==> src/hdl/assert_macros.svh <==
// Assertion macros for the raster-to-block design files.
// Included by each module that carries concurrent assertions; no other dependencies.
`ifndef ASSERT_MACROS_SVH
`define ASSERT_MACROS_SVH
`ifndef SYNTH
`define ASSERT_ALWAYS(lbl, clk, rst_n, expr) \
    lbl: assert property (@(posedge clk) disable iff (!rst_n) (expr)) \
        else $error("assertion failed");
`define ASSERT_NEXT(lbl, clk, rst_n, ante, cons) \
    lbl: assert property (@(posedge clk) disable iff (!rst_n) (ante) |=> (cons)) \
        else $error("assertion failed");
`else
`define ASSERT_ALWAYS(lbl, clk, rst_n, expr)
`define ASSERT_NEXT(lbl, clk, rst_n, ante, cons)
`endif
`endif

==> src/hdl/r2b_pkg.sv <==
// Package for the raster-to-block reorder: sizes, register indexes and shared types.
// Used by every module of the block; depends on nothing.
package r2b_pkg;

    localparam int MAX_WIDTH  = 1024;
    localparam int COL_W      = $clog2(MAX_WIDTH);
    localparam int ADDR_W     = COL_W + 4;
    localparam int DEPTH      = 16 * MAX_WIDTH;
    localparam int PIX_W      = 8;
    localparam int WIDTH_W    = 11;
    localparam int HEIGHT_W   = 16;
    localparam int CFG_DATA_W = 16;
    localparam int BLK_CNT_W  = 6;

    localparam logic [WIDTH_W-1:0]  WIDTH_RST  = WIDTH_W'(8);
    localparam logic [HEIGHT_W-1:0] HEIGHT_RST = HEIGHT_W'(8);

    typedef enum logic {
        CFG_IMAGE_WIDTH  = 1'b0,
        CFG_IMAGE_HEIGHT = 1'b1
    } t_cfg_index;

    typedef enum logic [1:0] {
        RD_IDLE,
        RD_ISSUE,
        RD_DRAIN
    } t_rd_state;

    typedef struct packed {
        logic             bank;
        logic [2:0]       last_row;
        logic [COL_W-1:0] last_col;
        logic             last_image;
    } t_blk_req;

endpackage

==> src/hdl/r2b_readout.sv <==
// Block readout: walks the 64 positions of an 8x8 block with edge clamping, reads the
// strip store and drives the output register with flags. Uses r2b_pkg and assert_macros.svh.
`include "assert_macros.svh"
module r2b_readout
    import r2b_pkg::*;
(
    input  logic              i_clk,
    input  logic              i_rst_n,
    input  logic              i_req_valid,
    input  t_blk_req          i_req,
    output logic              o_busy,
    output logic              o_re,
    output logic [ADDR_W-1:0] o_raddr,
    input  logic [PIX_W-1:0]  i_rdata,
    output logic              o_valid,
    input  logic              i_ready,
    output logic [PIX_W-1:0]  o_pixel,
    output logic              o_last_block,
    output logic              o_last_image
);

    t_rd_state            r_state;
    t_rd_state            n_state;
    t_blk_req             r_req;
    logic [BLK_CNT_W-1:0] r_k;
    logic                 r_rd_vld;
    logic                 r_rd_lb;
    logic                 r_rd_li;
    logic                 r_ov;
    logic [PIX_W-1:0]     r_pix;
    logic                 r_lb;
    logic                 r_li;
    logic                 move;
    logic                 k_last;
    logic [2:0]           sy;
    logic [COL_W-1:0]     sx;

    assign move   = r_rd_vld && (!r_ov || i_ready);
    assign k_last = r_k == '1;

    always_comb begin
        sy = (r_k[5:3] < r_req.last_row) ? r_k[5:3] : r_req.last_row;
        sx = {r_req.last_col[COL_W-1:3], r_k[2:0]};
        if (sx > r_req.last_col) begin
            sx = r_req.last_col;
        end
    end

    assign o_raddr = {r_req.bank, sy, sx};

    always_comb begin
        n_state = r_state;
        o_re    = 1'b0;
        case (r_state)
            RD_IDLE: begin
                if (i_req_valid) begin
                    n_state = RD_ISSUE;
                end
            end
            RD_ISSUE: begin
                o_re = !r_rd_vld || move;
                if (o_re && k_last) begin
                    n_state = RD_DRAIN;
                end
            end
            RD_DRAIN: begin
                if (r_ov && i_ready && r_lb) begin
                    n_state = RD_IDLE;
                end
            end
            default: n_state = RD_IDLE;
        endcase
    end

    always_ff @(posedge i_clk) begin
        if (!i_rst_n) begin
            r_state  <= RD_IDLE;
            r_k      <= '0;
            r_rd_vld <= 1'b0;
            r_ov     <= 1'b0;
        end else begin
            r_state <= n_state;
            if (r_state == RD_IDLE && i_req_valid) begin
                r_k <= '0;
            end else if (o_re) begin
                r_k <= r_k + BLK_CNT_W'(1);
            end
            if (o_re) begin
                r_rd_vld <= 1'b1;
            end else if (move) begin
                r_rd_vld <= 1'b0;
            end
            if (move) begin
                r_ov <= 1'b1;
            end else if (i_ready) begin
                r_ov <= 1'b0;
            end
        end
    end

    always_ff @(posedge i_clk) begin
        if (r_state == RD_IDLE && i_req_valid) begin
            r_req <= i_req;
        end
        if (o_re) begin
            r_rd_lb <= k_last;
            r_rd_li <= k_last && r_req.last_image;
        end
        if (move) begin
            r_pix <= i_rdata;
            r_lb  <= r_rd_lb;
            r_li  <= r_rd_li;
        end
    end

    assign o_busy       = r_state != RD_IDLE;
    assign o_valid      = r_ov;
    assign o_pixel      = r_pix;
    assign o_last_block = r_lb;
    assign o_last_image = r_li;

    `ASSERT_ALWAYS(a_no_read_idle, i_clk, i_rst_n, !(r_state == RD_IDLE && o_re))
    `ASSERT_ALWAYS(a_req_when_idle, i_clk, i_rst_n, !(i_req_valid && r_state != RD_IDLE))
    `ASSERT_ALWAYS(a_out_only_busy, i_clk, i_rst_n, !(r_ov && r_state == RD_IDLE))
    `ASSERT_NEXT(a_last_read_drain, i_clk, i_rst_n, o_re && k_last, r_state == RD_DRAIN)

endmodule

==> config.mk <==
export PLATFORM = sky130hd
export DESIGN_NAME = r2b_readout
export DESIGN_NICKNAME = d
export VERILOG_FILES = /design/src/hdl/r2b_pkg.sv /design/src/hdl/r2b_readout.sv
export VERILOG_INCLUDE_DIRS = /design/src /design/src/hdl
export SDC_FILE = /design/constraint.sdc
export NUM_CORES = 1
export LEC_CHECK = 0
export BUFFER_PORTS_ARGS = -buffer_cell sky130_fd_sc_hd__buf_2
export CORE_ASPECT_RATIO = 0.5
export CORE_MARGIN = 4
export CORE_UTILIZATION = 39
export CTS_CLUSTER_SIZE = 16
export DETAILED_ROUTE_END_ITERATION = 10
export PLACE_DENSITY_LB_ADDON = 0.2
export SLEW_MARGIN = 20
export SYNTH_ARGS = -nofsm -noshare
export SYNTH_HDL_FRONTEND = slang
export SYNTH_SLANG_ARGS = --single-unit
==> constraint.sdc <==
create_clock -name i_clk -period 2.3 [get_ports i_clk]
set_input_delay 0.46 -clock i_clk [delete_from_list [all_inputs] [get_ports i_clk]]
set_output_delay 0.46 -clock i_clk [all_outputs]
set_load 0.01 [all_outputs]
==> summary.txt <==
Run status
  • Status: complete, but fails checks
  • Failing checks: setup timing

Clock tree
  • Clk Latency, worst-skew pair: roughly 0.28 ns
  • CTS tree: built
  • H-tree levels: 2
  • TritonCTS buffer count: 5
  • CTS max path bufs: 2
  • CTS Root Cell: clkbuf_8
  • TritonCTS Sinks: 37
  • Worst-path clk slew: 0.07 ns

Logic synthesis
  • Syn_area_per_cell: 13.6 um2
  • FF+latch count, synth: 37
  • FFs w/ async S/R, synth: 0%
  • EDFF count, synth: 27
  • Unique masters post-synth: 31
  • Yosys Warn Count: 0
  • Register area share after synthesis: 64.0%
  • Most used flip-flop cell after synthesis: edfxtp_1
  • Syn Inst Count: 116
  • Post-Syn Area: around 1600 um2
  • Syn nets: 150

Critical path
  • R2r setup slk: 0.79 ns
  • Crit-path leading delay family: compound AO/OA/AOI/OAI gates
  • Largest stage delay, worst path: 0.40 ns
  • CP startpoint: r_req[2]$_DFFE_PP_
  • Bufs and invs on worst path: 2
  • Reg2reg start: r_k[0]$_SDFFE_PP0P_
  • Worst Setup Path Type: flip-flop to output port
  • Slowest CP cell: edfxtp_1
  • CP Max Fanout: 2
  • Worst setup SP type: flip-flop
  • WP data required: around 1.8 ns
  • Arr. time, crit path: 1.93 ns
  • CP Capture Type: output port
  • Cell Chain, Critical Path: inv_2, ha_4, nor2b_4, o21a_1, o21ai_2, mux2_4, buf_6

Power
  • Switching Fraction: 20.9%
  • Max IR drop VDD: 0.411 mV
  • P_int: 1.14 mW
  • Pwr dens: 710 nW/um2
  • P_sw: between 300 and 400 uW
  • Clock power frac: 37.0%
  • LEAKAGE: 0.865 nW
  • Combinational cell fraction of total power: 9.7%
  • Sequential Power Share: between 50% and 60%

STA
  • Final min period: 2.39 ns
  • Worst Setup Slack, final: -0.0931 ns
  • Final Skew: 0.00246 ns
  • RSZ-0062 raised after global routing: true
  • Endpoints failing setup: 2
  • Final slew viol count: 0
  • Final hold vios: 0
  • Worst-Margin Slew: 0.486 ns
  • Final worst-path cycle share: 104%
  • Peak Freq: approximately 420 MHz
  • Slew margin rel.: 67.4%
  • Final hold slack: 0.346 ns

Finish
  • Final Non-Filler Cells: 227
  • Most frequent cells in the layout: buf_2, edfxtp_1, nor2_1
  • Proportion of layout cells with a drive suffix above 1: 45.1%
  • Commonest non-fill, non-tap cell in the layout: buf_2
  • Area grow syn2layout: 28.7%
  • Fillcell total: 363
  • # nets final: 206
  • ANT cells: 0
  • Final instance area: about 2000 um2

Die
  • Row count: 16
  • Placeable Area: 3900 um2
  • Initial Util: 40.5%
  • Height of the die: 53.0 um
  • IO Pins: 54
  • Die ar.: 5200 um2
  • Die Wd: 98.0 um

Global route
  • Total grt overflow: 0
  • First-pass GRT wire length: 4.86 mm
  • GR Util All Layers: about an eighth
  • Largest net degree at the start of global routing: 16
  • Antenna violations before repair: 0
  • Vias in the first global route: 1055

Hold path
  • Hold Crit Class: primary input to flip-flop
  • Min-Delay Startpoint: i_req[5]

Routing
  • Drt total wl: roughly 2.9 mm
  • Total number of vias: 1037
  • Initial DRC count: 27
  • Post-DRT Antenna Nets: 0
  • DRC Markers: 0
  • Routed wire length per instance: around 13 um
  • Drt pass-1 iters: 4
  • Post-DR vias/cell: 4.57

Placement
  • Post-DP HPWL: 2.20 mm
  • Port Buf Inserts: 53
  • Gp weighted congestion: between 0.7 and 0.8
  • DP Area: 1880 um2
  • Cells after DPL: 218

Flow run
  • Max Cap Viol: 0
[synthesized netlist by cell type (2+ instances only)]
master / number / area (um2)
o21ai_0: 3 / 15.0
o21ai_1: 2 / 10.0
mux2_2: 4 / 45.0
nand2_1: 4 / 15.0
nor2b_1: 3 / 18.8
o21a_1: 2 / 15.0
nor2_1: 10 / 37.5
a21oi_1: 3 / 15.0
nand3_1: 5 / 25.0
xnor2_1: 3 / 26.3
inv_1: 8 / 30.0
edfxtp_1: 27 / 811
dfxtp_1: 10 / 200
ha_1: 7 / 87.6
xor2_1: 2 / 17.5
buf_4: 8 / 60.1
[power by group through the flow]
stage / clock, mW / sequential, mW / combinational, mW
6_report: 0.534 / 0.770 / 0.140
5_1_grt: 0.588 / 0.772 / 0.155
4_1_cts: 0.551 / 0.769 / 0.129
3_5_place_dp: 0 / 0.784 / 0.128
3_3_place_gp: 0 / 0.782 / 0.125
2_1_floorplan: 0 / 0.785 / 0.0729
[flip-flops by register name, summed over array words and instances, names as in the netlist]
register	count
r_state	2
o_valid	1
o_last_image	1
r_rd_li	1
o_pixel	8
r_req	14
o_last_block	1
r_k	6
r_rd_lb	1
r_rd_vld	1
o_raddr	1
[kinds of logic (layout without fill, tap and decap cells)]
family	Yosys count	in the layout	synth area share [%]
fa+ha+maj	7	7	5.54
mux	4	4	2.85
xor+xnor	5	5	2.77
buf+inv	16	73	5.70
flops	37	37	64.0
simple gates	34	34	14.3
compound gates	13	13	4.91
[path summary, 6_finish.rpt]
kind	cells past startpoint	end
max	7	o_raddr[0]
min	1	r_req[5]$_DFFE_PP_
max reg2reg	5	r_state[1]$_SDFFE_PN0P_
min reg2reg	0	o_last_block$_DFFE_PP_
[worst register-to-register path, cell delays in order, from the launching register on]
cell     delay, ns
dfxtp_1       0.44
ha_1          0.21
and3_1        0.18
nand3_1       0.14
o32ai_1       0.27
and4_1        0.22
[per-layer routing]
layer | vias to the layer above | global-route usage, % | share of wire (%)
met5 | - | 0 | 0
met4 | 0 | 2.76 | 0.41
met2 | 43 | 19.7 | 43
li1 | 517 | - | -
met1 | 474 | 14.7 | 46
met3 | 3 | 6.58 | 11
[stage by stage]
stage                     setup WS, ns  util [%]  TNS [ns]  total power [mW]
after floorplan                  0.383         -         0             0.858
after global placement           0.241      48.0         0             0.907
after detailed placement         0.162      48.0         0             0.911
after CTS                       -0.104      50.9    -0.204              1.45
after global routing            -0.165      52.1    -0.328              1.51
final                          -0.0931      52.1    -0.182              1.44
[final cells by class]
| cell class | instances | area (um2) | area share (%) |
|---|---|---|---|
| clock buffers | 6 | 72.6 | 3.57 |
| clock inverters | 2 | 33.8 | 1.66 |
| inverters | 8 | 30.0 | 1.48 |
| multi-input cells | 63 | 510 | 25.1 |
| flip-flops and latches | 37 | 1010 | 49.8 |
| well taps | 54 | 67.6 | 3.32 |
| repair buffers | 57 | 308 | 15.1 |
[timing repair]
item,CTS,global route
pin swaps,0,3
resized for setup,1,9
hold buffers,0,0
endpoints found under the setup margin,2,2
hold endpoints to repair,0,0
buffers inserted,0,1
Note: power is estimated with default switching activity, not from simulation.
