`src/hdl/assert_macros.svh`:
```
// Assertion macros for the raster-to-block design files.
// Included by each module that carries concurrent assertions; no other dependencies.
`ifndef ASSERT_MACROS_SVH
`define ASSERT_MACROS_SVH
`ifndef SYNTH
`define ASSERT_ALWAYS(lbl, clk, rst_n, expr) \
    lbl: assert property (@(posedge clk) disable iff (!rst_n) (expr)) \
        else $error("assertion failed");
`define ASSERT_NEXT(lbl, clk, rst_n, ante, cons) \
    lbl: assert property (@(posedge clk) disable iff (!rst_n) (ante) |=> (cons)) \
        else $error("assertion failed");
`else
`define ASSERT_ALWAYS(lbl, clk, rst_n, expr)
`define ASSERT_NEXT(lbl, clk, rst_n, ante, cons)
`endif
`endif

```
`src/hdl/r2b_pkg.sv`:
```
// Package for the raster-to-block reorder: sizes, register indexes and shared types.
// Used by every module of the block; depends on nothing.
package r2b_pkg;

    localparam int MAX_WIDTH  = 1024;
    localparam int COL_W      = $clog2(MAX_WIDTH);
    localparam int ADDR_W     = COL_W + 4;
    localparam int DEPTH      = 16 * MAX_WIDTH;
    localparam int PIX_W      = 8;
    localparam int WIDTH_W    = 11;
    localparam int HEIGHT_W   = 16;
    localparam int CFG_DATA_W = 16;
    localparam int BLK_CNT_W  = 6;

    localparam logic [WIDTH_W-1:0]  WIDTH_RST  = WIDTH_W'(8);
    localparam logic [HEIGHT_W-1:0] HEIGHT_RST = HEIGHT_W'(8);

    typedef enum logic {
        CFG_IMAGE_WIDTH  = 1'b0,
        CFG_IMAGE_HEIGHT = 1'b1
    } t_cfg_index;

    typedef enum logic [1:0] {
        RD_IDLE,
        RD_ISSUE,
        RD_DRAIN
    } t_rd_state;

    typedef struct packed {
        logic             bank;
        logic [2:0]       last_row;
        logic [COL_W-1:0] last_col;
        logic             last_image;
    } t_blk_req;

endpackage

```
`src/hdl/r2b_ctrl.sv`:
```
// Input side: configuration registers, raster column/row/bank counters and store writes.
// Raises a block request on the pixel that completes a block. Uses r2b_pkg.
module r2b_ctrl
    import r2b_pkg::*;
(
    input  logic                  i_clk,
    input  logic                  i_rst_n,
    input  logic                  i_cfg_valid,
    input  t_cfg_index            i_cfg_index,
    input  logic [CFG_DATA_W-1:0] i_cfg_data,
    input  logic                  i_pix_valid,
    input  logic                  i_busy,
    output logic                  o_pix_ready,
    output logic                  o_we,
    output logic [ADDR_W-1:0]     o_waddr,
    output logic                  o_req_valid,
    output t_blk_req              o_req
);

    logic [WIDTH_W-1:0]  r_width;
    logic [HEIGHT_W-1:0] r_height;
    logic [COL_W-1:0]    r_col;
    logic [HEIGHT_W-1:0] r_row;
    logic                r_bank;
    logic [COL_W-1:0]    n_col;
    logic [HEIGHT_W-1:0] n_row;
    logic                n_bank;
    logic [WIDTH_W-1:0]  eff_w;
    logic [HEIGHT_W-1:0] eff_h;
    logic                accept;
    logic                last_col;
    logic                last_row;
    logic                strip_end;

    always_ff @(posedge i_clk) begin
        if (!i_rst_n) begin
            r_width  <= WIDTH_RST;
            r_height <= HEIGHT_RST;
        end else if (i_cfg_valid) begin
            case (i_cfg_index)
                CFG_IMAGE_WIDTH:  r_width  <= i_cfg_data[WIDTH_W-1:0];
                CFG_IMAGE_HEIGHT: r_height <= i_cfg_data[HEIGHT_W-1:0];
                default: ;
            endcase
        end
    end

    always_comb begin
        if (r_width == '0) begin
            eff_w = WIDTH_W'(1);
        end else if (r_width > WIDTH_W'(MAX_WIDTH)) begin
            eff_w = WIDTH_W'(MAX_WIDTH);
        end else begin
            eff_w = r_width;
        end
        eff_h = (r_height == '0) ? HEIGHT_W'(1) : r_height;
    end

    assign o_pix_ready = !i_busy;
    assign accept      = i_pix_valid && !i_busy;
    assign last_col    = WIDTH_W'(r_col) >= (eff_w - WIDTH_W'(1));
    assign last_row    = r_row >= (eff_h - HEIGHT_W'(1));
    assign strip_end   = (r_row[2:0] == 3'd7) || last_row;

    assign o_we    = accept;
    assign o_waddr = {r_bank, r_row[2:0], r_col};

    assign o_req_valid     = accept && strip_end && ((r_col[2:0] == 3'd7) || last_col);
    assign o_req.bank       = r_bank;
    assign o_req.last_row   = r_row[2:0];
    assign o_req.last_col   = r_col;
    assign o_req.last_image = last_row && last_col;

    always_comb begin
        n_col  = r_col;
        n_row  = r_row;
        n_bank = r_bank;
        if (accept) begin
            if (last_col) begin
                n_col = '0;
                if (strip_end) begin
                    n_bank = !r_bank;
                end
                n_row = last_row ? '0 : r_row + HEIGHT_W'(1);
            end else begin
                n_col = r_col + COL_W'(1);
            end
        end
    end

    always_ff @(posedge i_clk) begin
        if (!i_rst_n) begin
            r_col  <= '0;
            r_row  <= '0;
            r_bank <= 1'b0;
        end else begin
            r_col  <= n_col;
            r_row  <= n_row;
            r_bank <= n_bank;
        end
    end

endmodule

```
`config.mk`:
```
export PLATFORM = sky130hd
export DESIGN_NAME = r2b_ctrl
export DESIGN_NICKNAME = d
export VERILOG_FILES = /design/src/hdl/assert_macros.svh /design/src/hdl/r2b_pkg.sv /design/src/hdl/r2b_ctrl.sv
export SDC_FILE = /design/constraint.sdc
export NUM_CORES = 1
export LEC_CHECK = 0
export BUFFER_PORTS_ARGS = -buffer_cell sky130_fd_sc_hd__buf_2
export CELL_PAD_IN_SITES_DETAIL_PLACEMENT = 2
export CELL_PAD_IN_SITES_GLOBAL_PLACEMENT = 2
export CORE_AREA = 2 2 103 105
export CTS_BUF_LIST = sky130_fd_sc_hd__clkbuf_2 sky130_fd_sc_hd__clkbuf_4 sky130_fd_sc_hd__clkbuf_8
export DETAILED_ROUTE_END_ITERATION = 10
export DIE_AREA = 0 0 105 107
export PLACE_DENSITY_LB_ADDON = 0.1
export SYNTH_ARGS = -nofsm -noshare
export SYNTH_HDL_FRONTEND = slang
export SYNTH_SLANG_ARGS = --single-unit
```
`constraint.sdc`:
```
create_clock -name i_clk -period 10.52 [get_ports i_clk]
set_input_delay 1.052 -clock i_clk [delete_from_list [all_inputs] [get_ports i_clk]]
set_output_delay 1.052 -clock i_clk [all_outputs]
set_load 0.005 [all_outputs]
```
==> results of run 1 <==
worst max-delay path, cell delays in order (launching register included):
cell and delay, ns:
dfxtp_1 0.37, nor4_2 0.47, nand2b_1 0.14, or3_1 0.38, nor3_1 0.15, o21bai_1 0.11
ha_1 0.23, o21a_1 0.20, nand3_1 0.11, o21a_1 0.13, o22ai_1 0.08, ha_1 0.32
and3_1 0.19, a2111o_1 0.38, a21oi_2 0.69, a21oi_1 0.24, o21ai_0 0.29, a21oi_1 0.07
buf_2 0.13
kinds of logic after synthesis:
family	Yosys count
xor+xnor	30
buf+inv	45
flops	54
mux	1
fa+ha+maj	32
compound gates	97
simple gates	192
metrics by stage:
stage	power, mW	worst slack (ns)	hold slack [ns]	cell area, um2	util (%)
finish	0.433	4.48	0.493	4040	40.0
global route	0.462	4.12	0.536	4040	40.0
CTS	0.440	4.41	0.494	4040	40.0
detailed placement	0.323	4.78	0.471	3960	39.2
global placement	0.317	4.92	0.465	3960	39.2
floorplan	0.295	5.79	0.456	3730	-
cell usage in the layout, fill, tap and decap left out, drive strengths merged, types with 6 or more instances in the layout:
| master | count |
|---|---|
| o21ai | 12 |
| xnor2 | 20 |
| a2111oi | 6 |
| buf | 54 |
| a31oi | 6 |
| nand2 | 83 |
| dfxtp | 54 |
| ha | 32 |
| inv | 11 |
| xor2 | 10 |
| nand4 | 8 |
| nor3 | 9 |
| nand3 | 16 |
| nand2b | 8 |
| nor2 | 37 |
| a21oi | 15 |
| a21o | 6 |
| a21boi | 26 |
final cells by class:
cell class              instances  share of cell area, %
inverters                      11                   1.02
clock buffers                   5                   1.70
repair buffers                 54                   6.76
clock inverters                 2                  0.248
well taps                     136                   4.22
flip-flops and latches         54                   26.8
multi-input cells             352                   59.3
power groups by stage:
| stage | registers, mW | logic (mW) | clock network (mW) |
|---|---|---|---|
| floorplan | 0.222 | 0.0723 | 0 |
| global placement | 0.227 | 0.0907 | 0 |
| detailed placement | 0.227 | 0.0963 | 0 |
| CTS | 0.222 | 0.0963 | 0.121 |
| global route | 0.224 | 0.108 | 0.130 |
| finish | 0.222 | 0.0943 | 0.117 |
registers in the layout, summed over array words and instances (netlist names):
signal    cells
r_row        16
r_bank        1
r_col        10
r_width      11
r_height     16
worst paths after layout:
| check | to | start | cells past startpoint | slack, ns |
|---|---|---|---|---|
| worst max-delay path | o_req_valid | r_width[4] | 18 | 4.48 |
| worst min-delay path | r_bank | r_bank | 2 | 0.49 |
| worst max register to register | r_row[8] | r_width[4] | 16 | 5.57 |
| worst min register to register | r_bank | r_bank | 2 | 0.49 |
per-layer routing:
layer / GRT usage (%) / share of wire [%] / vias up
met3: 2.61 / 2.5 / 12
met2: 34.9 / 50 / 49
li1: - / - / 1614
met1: 24.3 / 46 / 1571
met5: 0 / 0 / -
met4: 4.76 / 1.4 / 0
==> metrics.txt, run 1 <==
status completed; area grow syn2layout 8.33%; H-tree lvl count 2; CTS Buffer Depth 2; clock skew between 0.007 and 0.008 ns; top cells by area, synth dfxtp_1, ha_1, nand2_1, a21boi_0, xnor2_1; largest net degree at the start of global routing between 40 and 50; P_leak roughly 1.6 nW; dpl hpwl roughly 8500 um; Synth Area in Adders a little over a tenth; clock sinks 54; warning count from the yosys run 0; Rows 37; sequential share of the synthesized area 29.0%; GRT Util Overall 19.3%; fmax around 0.17 GHz; Post-synth ARST share 0%; most common cell in the synthesized netlist nand2_1; Core Footprint approximately 0.01 mm2; storage element area between 0.001 and 0.0015 mm2; Sw Share 31.9%; Synth Area in Simple Gates 24.9%; Port Buffer Count 53; pins over their slew limit 0; CTS tree built; worst-margin pin slew about 0.93 ns; drt via density between 5 and 6; Synth area leader dfxtp_1; area occupied by multi-input gates between 0.002 and 0.0025 mm2; die area roughly 0.011 mm2; ys flop type dfxtp_1; Max-Cap Viols 0; Die Width 105 um; combinational power share 21.8%; final setup vio count 0; Hold/Removal Path Class register to register; RSZ-0062 raised after global routing no; synthesized flop and latch total 54; Initial Util between 30% and 40%; Netlist cell types 57; Post-Synth XOR/XNOR Area slightly above 7%; clock share of power a little over a quarter; most instantiated cells after synthesis nand2_1, dfxtp_1, nor2_1; diodes inserted 0; final worst path period share ~57%; vias in the first global route 3425; Worst Path Arrival around 5 ns; Gate Count Post-Synth 451; cts hold-fix bufs 0; DRC viols 0; share of power burned in registers between 50 and 60%; initial antenna violation count 0; post_cts resized 0; top cell type's share of synthesized area between 20% and 30%; mux contribution to synthesized area less than 1%; pwr/cell area 107 mW/mm2; Setup crit end kind output pin; routability cong. ~0.79; average wire per standard cell about 17 um; # fillers 1245; Inst Count DP between 600 and 700; post-detailed-routing wire length ~10000 um; crit path max fanout 12; minimum clock period after layout 6.04 ns; Final nets 532; number of flops mapped to enable cells by yosys 0; vias post-DR 3246; cell internal pwr between 0.2 and 0.3 mW; Synth Area in Compound Gates 21.2%; CTS Buf Count 5; kind of critical path register to output pin; Syn Std Cell Area approximately 0.0037 mm2; I/O pin total 54; die height roughly 110 um; Req. time, crit path roughly 9.5 ns; startpoint types register; main combinational cell family by area after synthesis simple AND/OR/NAND/NOR gates; clk slew on worst S/H paths around 0.1 ns; global-route wire length before repair 17500 um; Root Buffer clkbuf_8; Total Neg Setup Slack 0 ns; final hold viol count 0; remaining antenna violation count 0; Max transition margin 38.1%; drt initial violations between 50 and 60; peak supply drop around 0.000049 V; first-pass detailed-route iteration total 4; Layout Cells excl Fill around 610; gr ovfl total 0; share of post-route cells with drive strength above 1 approximately 17%; syn nets 505; Post-CTS Setup Inserts 0; Mean Syn Cell Area roughly 8.3 um2; NetSw 0.138 mW; Clk Latency, worst-skew pair 0.31 ns
No activity file was read; power rests on OpenSTA's default activity.
==> run 2, diff against run 1 <==
Settings changed: CORE_AREA 2 2 103 105 to 2 2 111 113, DIE_AREA 0 0 105 107 to 0 0 113 115.
Clock period 10.52 ns to 5.5 ns, I/O delays scaled along.
==> metrics.txt, run 2 (same netlist as run 1, synthesis figures left out) <==
routability cong. 0.775 (-2.3%); Hold Crit Start i_cfg_data[12]; area grow syn2layout 9.77%; clk slew on worst S/H paths 0.10 ns (about the same); die height 115 um (+7.5%); Rows 40 (+8.1%); CTS Buf Count 5 (unchanged); crit path max fanout 10 (-2); CP top delay family compound AO/OA/AOI/OAI gates; dpl hpwl 8140 um (-4.5%); met2 Usage GRT 27.7% (-7.2 points); die area 0.0130 mm2 (+16%); final hold viol count 0 (unchanged); Max-Cap Viols 0 (unchanged); clock sinks 54 (unchanged); pins over their slew limit 0 (unchanged); diodes inserted 0 (unchanged); Power Total 0.854 mW (+97%); clock skew 0.00786 ns (+0.000560 ns); startpoint types register; fmax slightly below 0.2 GHz; Register-to-Register Path Depth 17 (+1); final setup vio count 0 (unchanged); crit path from r_width[4]; vias post-DR 3245 (-0.031%); Post-CTS Setup Inserts 0 (unchanged); CTS Buffer Depth 2 (unchanged); DRC viols 7 (+7); RR Startpoint r_height[9]; violated checks design-rule violations; Req. time, crit path 4.95 ns (-4.52 ns); largest net degree at the start of global routing 41 (unchanged); P_leak 1.63 nW (+1.3%); Clk Latency, worst-skew pair 0.33 ns (+0.02 ns); Core Footprint 0.0118 mm2 (+17%); grt met1 use 22.8% (-1.5 points); Root Buffer clkbuf_8; share of post-route cells with drive strength above 1 17.5% (+0.52 points); status complete, but fails checks; met3 usage 2.58% (-0.031 points); remaining antenna violation count 0 (unchanged); drt via density 5.17 (-2.3%); gr ovfl total 0 (unchanged); peak supply drop 0.0000991 V (+100%); GRT busiest layer met2; final worst path period share 92.9%; GRT Util Overall 16.8% (-2.5 points); post-detailed-routing wire length 10400 um (-0.57%); Final Hold Slack 0.458 ns (-0.0345 ns); H-tree lvl count 2 (unchanged); drt initial violations 99 (+68%); Hold Path Stages 3 (+1); global-route wire length before repair 17500 um (unchanged); Initial Util 31.5% (-5.4 points); most frequent cells in the layout nand2_1, dfxtp_1, buf_2, nor2_1, ha_1; # fillers 1397 (+12%); pwr/cell area 209 mW/mm2 (+95%); slowest stage cell, crit path nor4_4; CP Depth 19 (+1); Final nets 534 (+0.38%); critical path, cell by cell nor4_4, nand2b_1, or3_1, nor3_1, o21bai_1, ha_1, o21a_1, nand3_1, o21a_1, o22ai_1, ha_1, and3_1, a2111o_1, a21oi_2, buf_4, a21oi_1, o21ai_0, a21oi_1, buf_2; Critical Path Max Stage Delay 0.40 ns (-0.29 ns); Layout Cells excl Fill 628 (+2.3%); Die Width 113 um (+7.6%); Worst Path Arrival 4.56 ns (-0.43 ns); kind of critical path register to output pin; Setup crit end kind output pin; initial antenna violation count 0 (unchanged); post_cts resized 0 (unchanged); vias in the first global route 3428 (+0.088%); Top Registers r_height: 16 flops, r_row: 16 flops, r_width: 11 flops; commonest non-fill, non-tap cell in the layout nand2_1; Hold/Removal Path Class primary input to register; minimum clock period after layout 5.11 ns; Crit path buffers/inverters 2 (+1); Max transition margin 49.3% (+11 points); average wire per standard cell 16.5 um (-2.8%); cts hold-fix bufs 0 (unchanged); Port Buffer Count 53 (unchanged); Inst Count DP 620 (+2.1%); worst-margin pin slew 0.756 ns (-0.172 ns); I/O pin total 54 (unchanged); Final Util 34.6% (-5.4 points); first-pass detailed-route iteration total 7 (+3); CTS tree built
-- run 2: worst paths after layout --
check | slack [ns] | to
worst max-delay path | 0.39 | o_req_valid
worst min-delay path | 0.46 | r_height[12]
worst min register to register | 0.50 | r_bank
worst max register to register | 1.06 | r_row[12]
-- run 2: per-layer routing --
layer / up-vias / share of wire, % / routed length, um
li1: 1620 / - / -
met1: 1568 / 50 / 5230
met2: 49 / 45 / 4680
met3: 8 / 3.2 / 337
met4: 0 / 1.3 / 135
met5: - / 0 / 0
-- run 2: final cells by class --
cell class                 instances  area, um2  area share (%)
clock buffer                       7       90.1            2.20
clock inverter                     1       5.00           0.122
inverter                          11       41.3            1.01
tap                              147        184            4.50
sequential                        54       1080            26.4
timing repair buffer              56        288            7.04
multi-input combinational        352       2400            58.7
-- run 2: metrics by stage --
| step | area [um2] | setup slack, ns | setup TNS, ns |
|---|---|---|---|
| after floorplan | 3730 | 1.27 | 0 |
| after global placement | 3990 | 0.820 | 0 |
| after detailed placement | 3990 | 0.623 | 0 |
| after CTS | 4080 | 0.223 | 0 |
| after global routing | 4090 | -0.0214 | -0.0214 |
| final | 4090 | 0.393 | 0 |
-- run 2: where the power goes --
part	internal [mW]	total, mW	switching [mW]
Combinational	0.0749	0.179	0.104
Sequential	0.404	0.425	0.0211
Clock	0.107	0.250	0.143
Total	0.586	0.854	0.268
-- run 2: tightest hold or removal path: stages --
cell      delay, ns
buf_2          0.09
nand2_1        0.04
a21boi_0       0.06
==> run 3, diff against run 2 <==
Settings changed: ABC_AREA set to 1, CORE_AREA 2 2 111 113 to 2 2 116 118, DIE_AREA 0 0 113 115 to 0 0 118 120.
==> metrics.txt, run 3 <==
die area 0.0142 mm2 (+9.0%); top cells by area, synth dfxtp_1, ha_1, nor2_1, nand2_1, xor2_1; Clk Latency, worst-skew pair 0.33 ns (about the same); number of flops mapped to enable cells by yosys 0 (unchanged); vias post-DR 3530 (+8.8%); synthesized flop and latch total 54 (unchanged); share of post-route cells with drive strength above 1 17.6% (+0.12 points); post-detailed-routing wire length 11600 um (+11%); Die Width 118 um (+4.4%); startpoint types register; cts hold-fix bufs 0 (unchanged); Post-synth ARST share 0% (unchanged); peak supply drop 0.000123 V (+25%); Root Buffer clkbuf_8; RSZ-0062 raised after global routing no; Sw Share 30.7% (-0.71 points); average wire per standard cell 15.6 um (-5.4%); Port Buffer Count 53 (unchanged); initial antenna violation count 0 (unchanged); die height 120 um (+4.3%); Post-CTS Setup Inserts 0 (unchanged); drt initial violations 66 (-33%); clock sinks 54 (unchanged); area grow syn2layout 10.4%; Core Footprint 0.0130 mm2 (+9.9%); clk slew on worst S/H paths 0.10 ns (about the same); most frequent cells in the layout nor2_1, nand2_1, dfxtp_1, buf_2, inv_1; Power Total 0.879 mW (+3.0%); first-pass detailed-route iteration total 4 (-3); CTS Buf Count 5 (unchanged); Synth area leader dfxtp_1; pins over their slew limit 0 (unchanged); CTS Buffer Depth 2 (unchanged); combinational power share 18.8% (-2.2 points); Setup crit end kind output pin; Synth Area in Compound Gates 12.0% (-9.2 points); Netlist cell types 35 (-39%); Top Registers r_height: 16 flops, r_row: 16 flops, r_width: 11 flops; status completed; CTS tree built; H-tree lvl count 2 (unchanged); diodes inserted 0 (unchanged); drt via density 4.78 (-7.6%); warning count from the yosys run 0 (unchanged); post_cts resized 0 (unchanged); sequential share of the synthesized area 28.6% (-0.43 points); Rows 42 (+5.0%); Max-Cap Viols 0 (unchanged); dpl hpwl 9070 um (+11%); final setup vio count 0 (unchanged); final worst path period share 83.3% (-9.6 points); P_leak 1.86 nW (+15%); Final nets 616 (+15%); Total Neg Setup Slack 0 ns (unchanged); ys flop type dfxtp_1; Mean Syn Cell Area 7.07 um2 (-14%); Synth Area in Simple Gates 30.8% (+5.9 points); most instantiated cells after synthesis nor2_1, nand2_1, dfxtp_1; Syn Std Cell Area 0.00378 mm2 (+1.5%); Synth Area in Adders 10.6% (-0.16 points); clock share of power 33.4% (+4.2 points); Max transition margin 49.6% (+0.26 points); minimum clock period after layout 4.58 ns (-0.526 ns); top cell type's share of synthesized area 28.6% (-0.43 points); pwr/cell area 210 mW/mm2 (+0.84%); GRT Util Overall 17.1% (+0.26 points); NetSw 0.270 mW (+0.65%); most common cell in the synthesized netlist nor2_1; final hold viol count 0 (unchanged); routability cong. 0.797 (+2.9%); Initial Util 29.1% (-2.4 points); largest net degree at the start of global routing 33 (-20%); gr ovfl total 0 (unchanged); crit path max fanout 17 (+7); cell internal pwr 0.609 mW (+4.0%); clock skew 0.00923 ns (+0.00137 ns); commonest non-fill, non-tap cell in the layout nor2_1; I/O pin total 54 (unchanged); vias in the first global route 3738 (+9.0%); Worst Path Arrival 4.03 ns (-0.53 ns); syn nets 589 (+17%); worst-margin pin slew 0.755 ns (-0.000184 ns); Post-Synth XOR/XNOR Area 8.34% (+1.3 points); global-route wire length before repair 19300 um (+10%); Hold/Removal Path Class primary input to register; DRC viols 0 (-7); Req. time, crit path 4.95 ns (about the same); share of power burned in registers 47.7% (-2.1 points); fmax 0.218 GHz (+11%); mux contribution to synthesized area 0% (-0.27 points); kind of critical path register to output pin; main combinational cell family by area after synthesis simple AND/OR/NAND/NOR gates; remaining antenna violation count 0 (unchanged); Gate Count Post-Synth 535 (+19%)
## run 3: power by group through the flow
| stage | registers (mW) | logic, mW | clock network (mW) |
|---|---|---|---|
| after detailed placement | 0.429 | 0.169 | 0 |
| after global placement | 0.428 | 0.163 | 0 |
| after CTS | 0.420 | 0.171 | 0.308 |
| after global routing | 0.423 | 0.192 | 0.321 |
| after floorplan | 0.424 | 0.120 | 0 |
| final | 0.420 | 0.166 | 0.294 |
## run 3: per-layer routing
metal / up-vias / share of wire [%] / global-route usage (%)
met5: - / 0 / 0
met4: 0 / 0.84 / 3.39
met3: 7 / 2.3 / 3.37
met2: 30 / 48 / 29.8
met1: 1697 / 49 / 21.9
li1: 1796 / - / -
## run 3: logic make-up after synthesis
| kind of cell | Yosys count |
|---|---|
| adders and majority gates | 32 |
| and+or+nand+nor | 259 |
| xor gates and xnor gates | 36 |
| buffers and inverters | 76 |
| DFF | 54 |
| AOI/OAI and AO/OA | 78 |
## run 3: critical path, cell delays in order (launching register included)
cell and delay [ns]:
dfxtp_1 0.37, nor2_1 0.12, nand2_1 0.07, nor2_2 0.12
nand2_1 0.08, nand2_2 0.22, nand2_1 0.08, nand2_1 0.06
inv_1 0.06, ha_1 0.21, nand2_2 0.09, inv_2 0.05
nand2_1 0.07, xnor2_1 0.07, ha_1 0.29, nand2_1 0.08
nor2_1 0.15, nand2_1 0.08, nand2_1 0.08, nand2_1 0.05
nand3_1 0.06, nand2_1 0.05, nand2_1 0.53, nand2_1 0.25
a31oi_1 0.23, buf_2 0.15
## run 3: area by class of cell
type,instances,area [um2]
Fill cell,1595,8800
Inverter,43,161
Tap cell,176,220
Timing Repair Buffer,53,265
Clock inverter,1,30.0
Clock buffer,7,83.8
Sequential cell,54,1080
Multi-Input combinational cell,405,2330
## run 3: per-stage QoR
| stage | hold WS [ns] | std cells | instance area (um2) | util (%) | setup WS, ns |
|---|---|---|---|---|---|
| 3_3_place_gp | 0.486 | 731 | 4060 | 31.3 | 1.47 |
| 3_5_place_dp | 0.499 | 731 | 4060 | 31.3 | 1.27 |
| 2_1_floorplan | 0.442 | 535 | 3780 | - | 2.36 |
| 4_1_cts | 0.442 | 739 | 4180 | 32.2 | 0.831 |
| 6_report | 0.456 | 739 | 4180 | 32.2 | 0.920 |
| 5_1_grt | 0.448 | 739 | 4180 | 32.2 | 0.413 |
## run 3: path summary, 6_finish.rpt
| kind | start | to | slack [ns] | cells after the start |
|---|---|---|---|---|
| worst min-delay path | i_cfg_data[3] | r_height[3] | 0.46 | 3 |
| worst max-delay path | r_width[6] | o_req[0] | 0.92 | 25 |
| worst min register to register | r_height[12] | r_height[12] | 0.51 | 2 |
| worst max register to register | r_height[13] | r_row[13] | 1.52 | 23 |
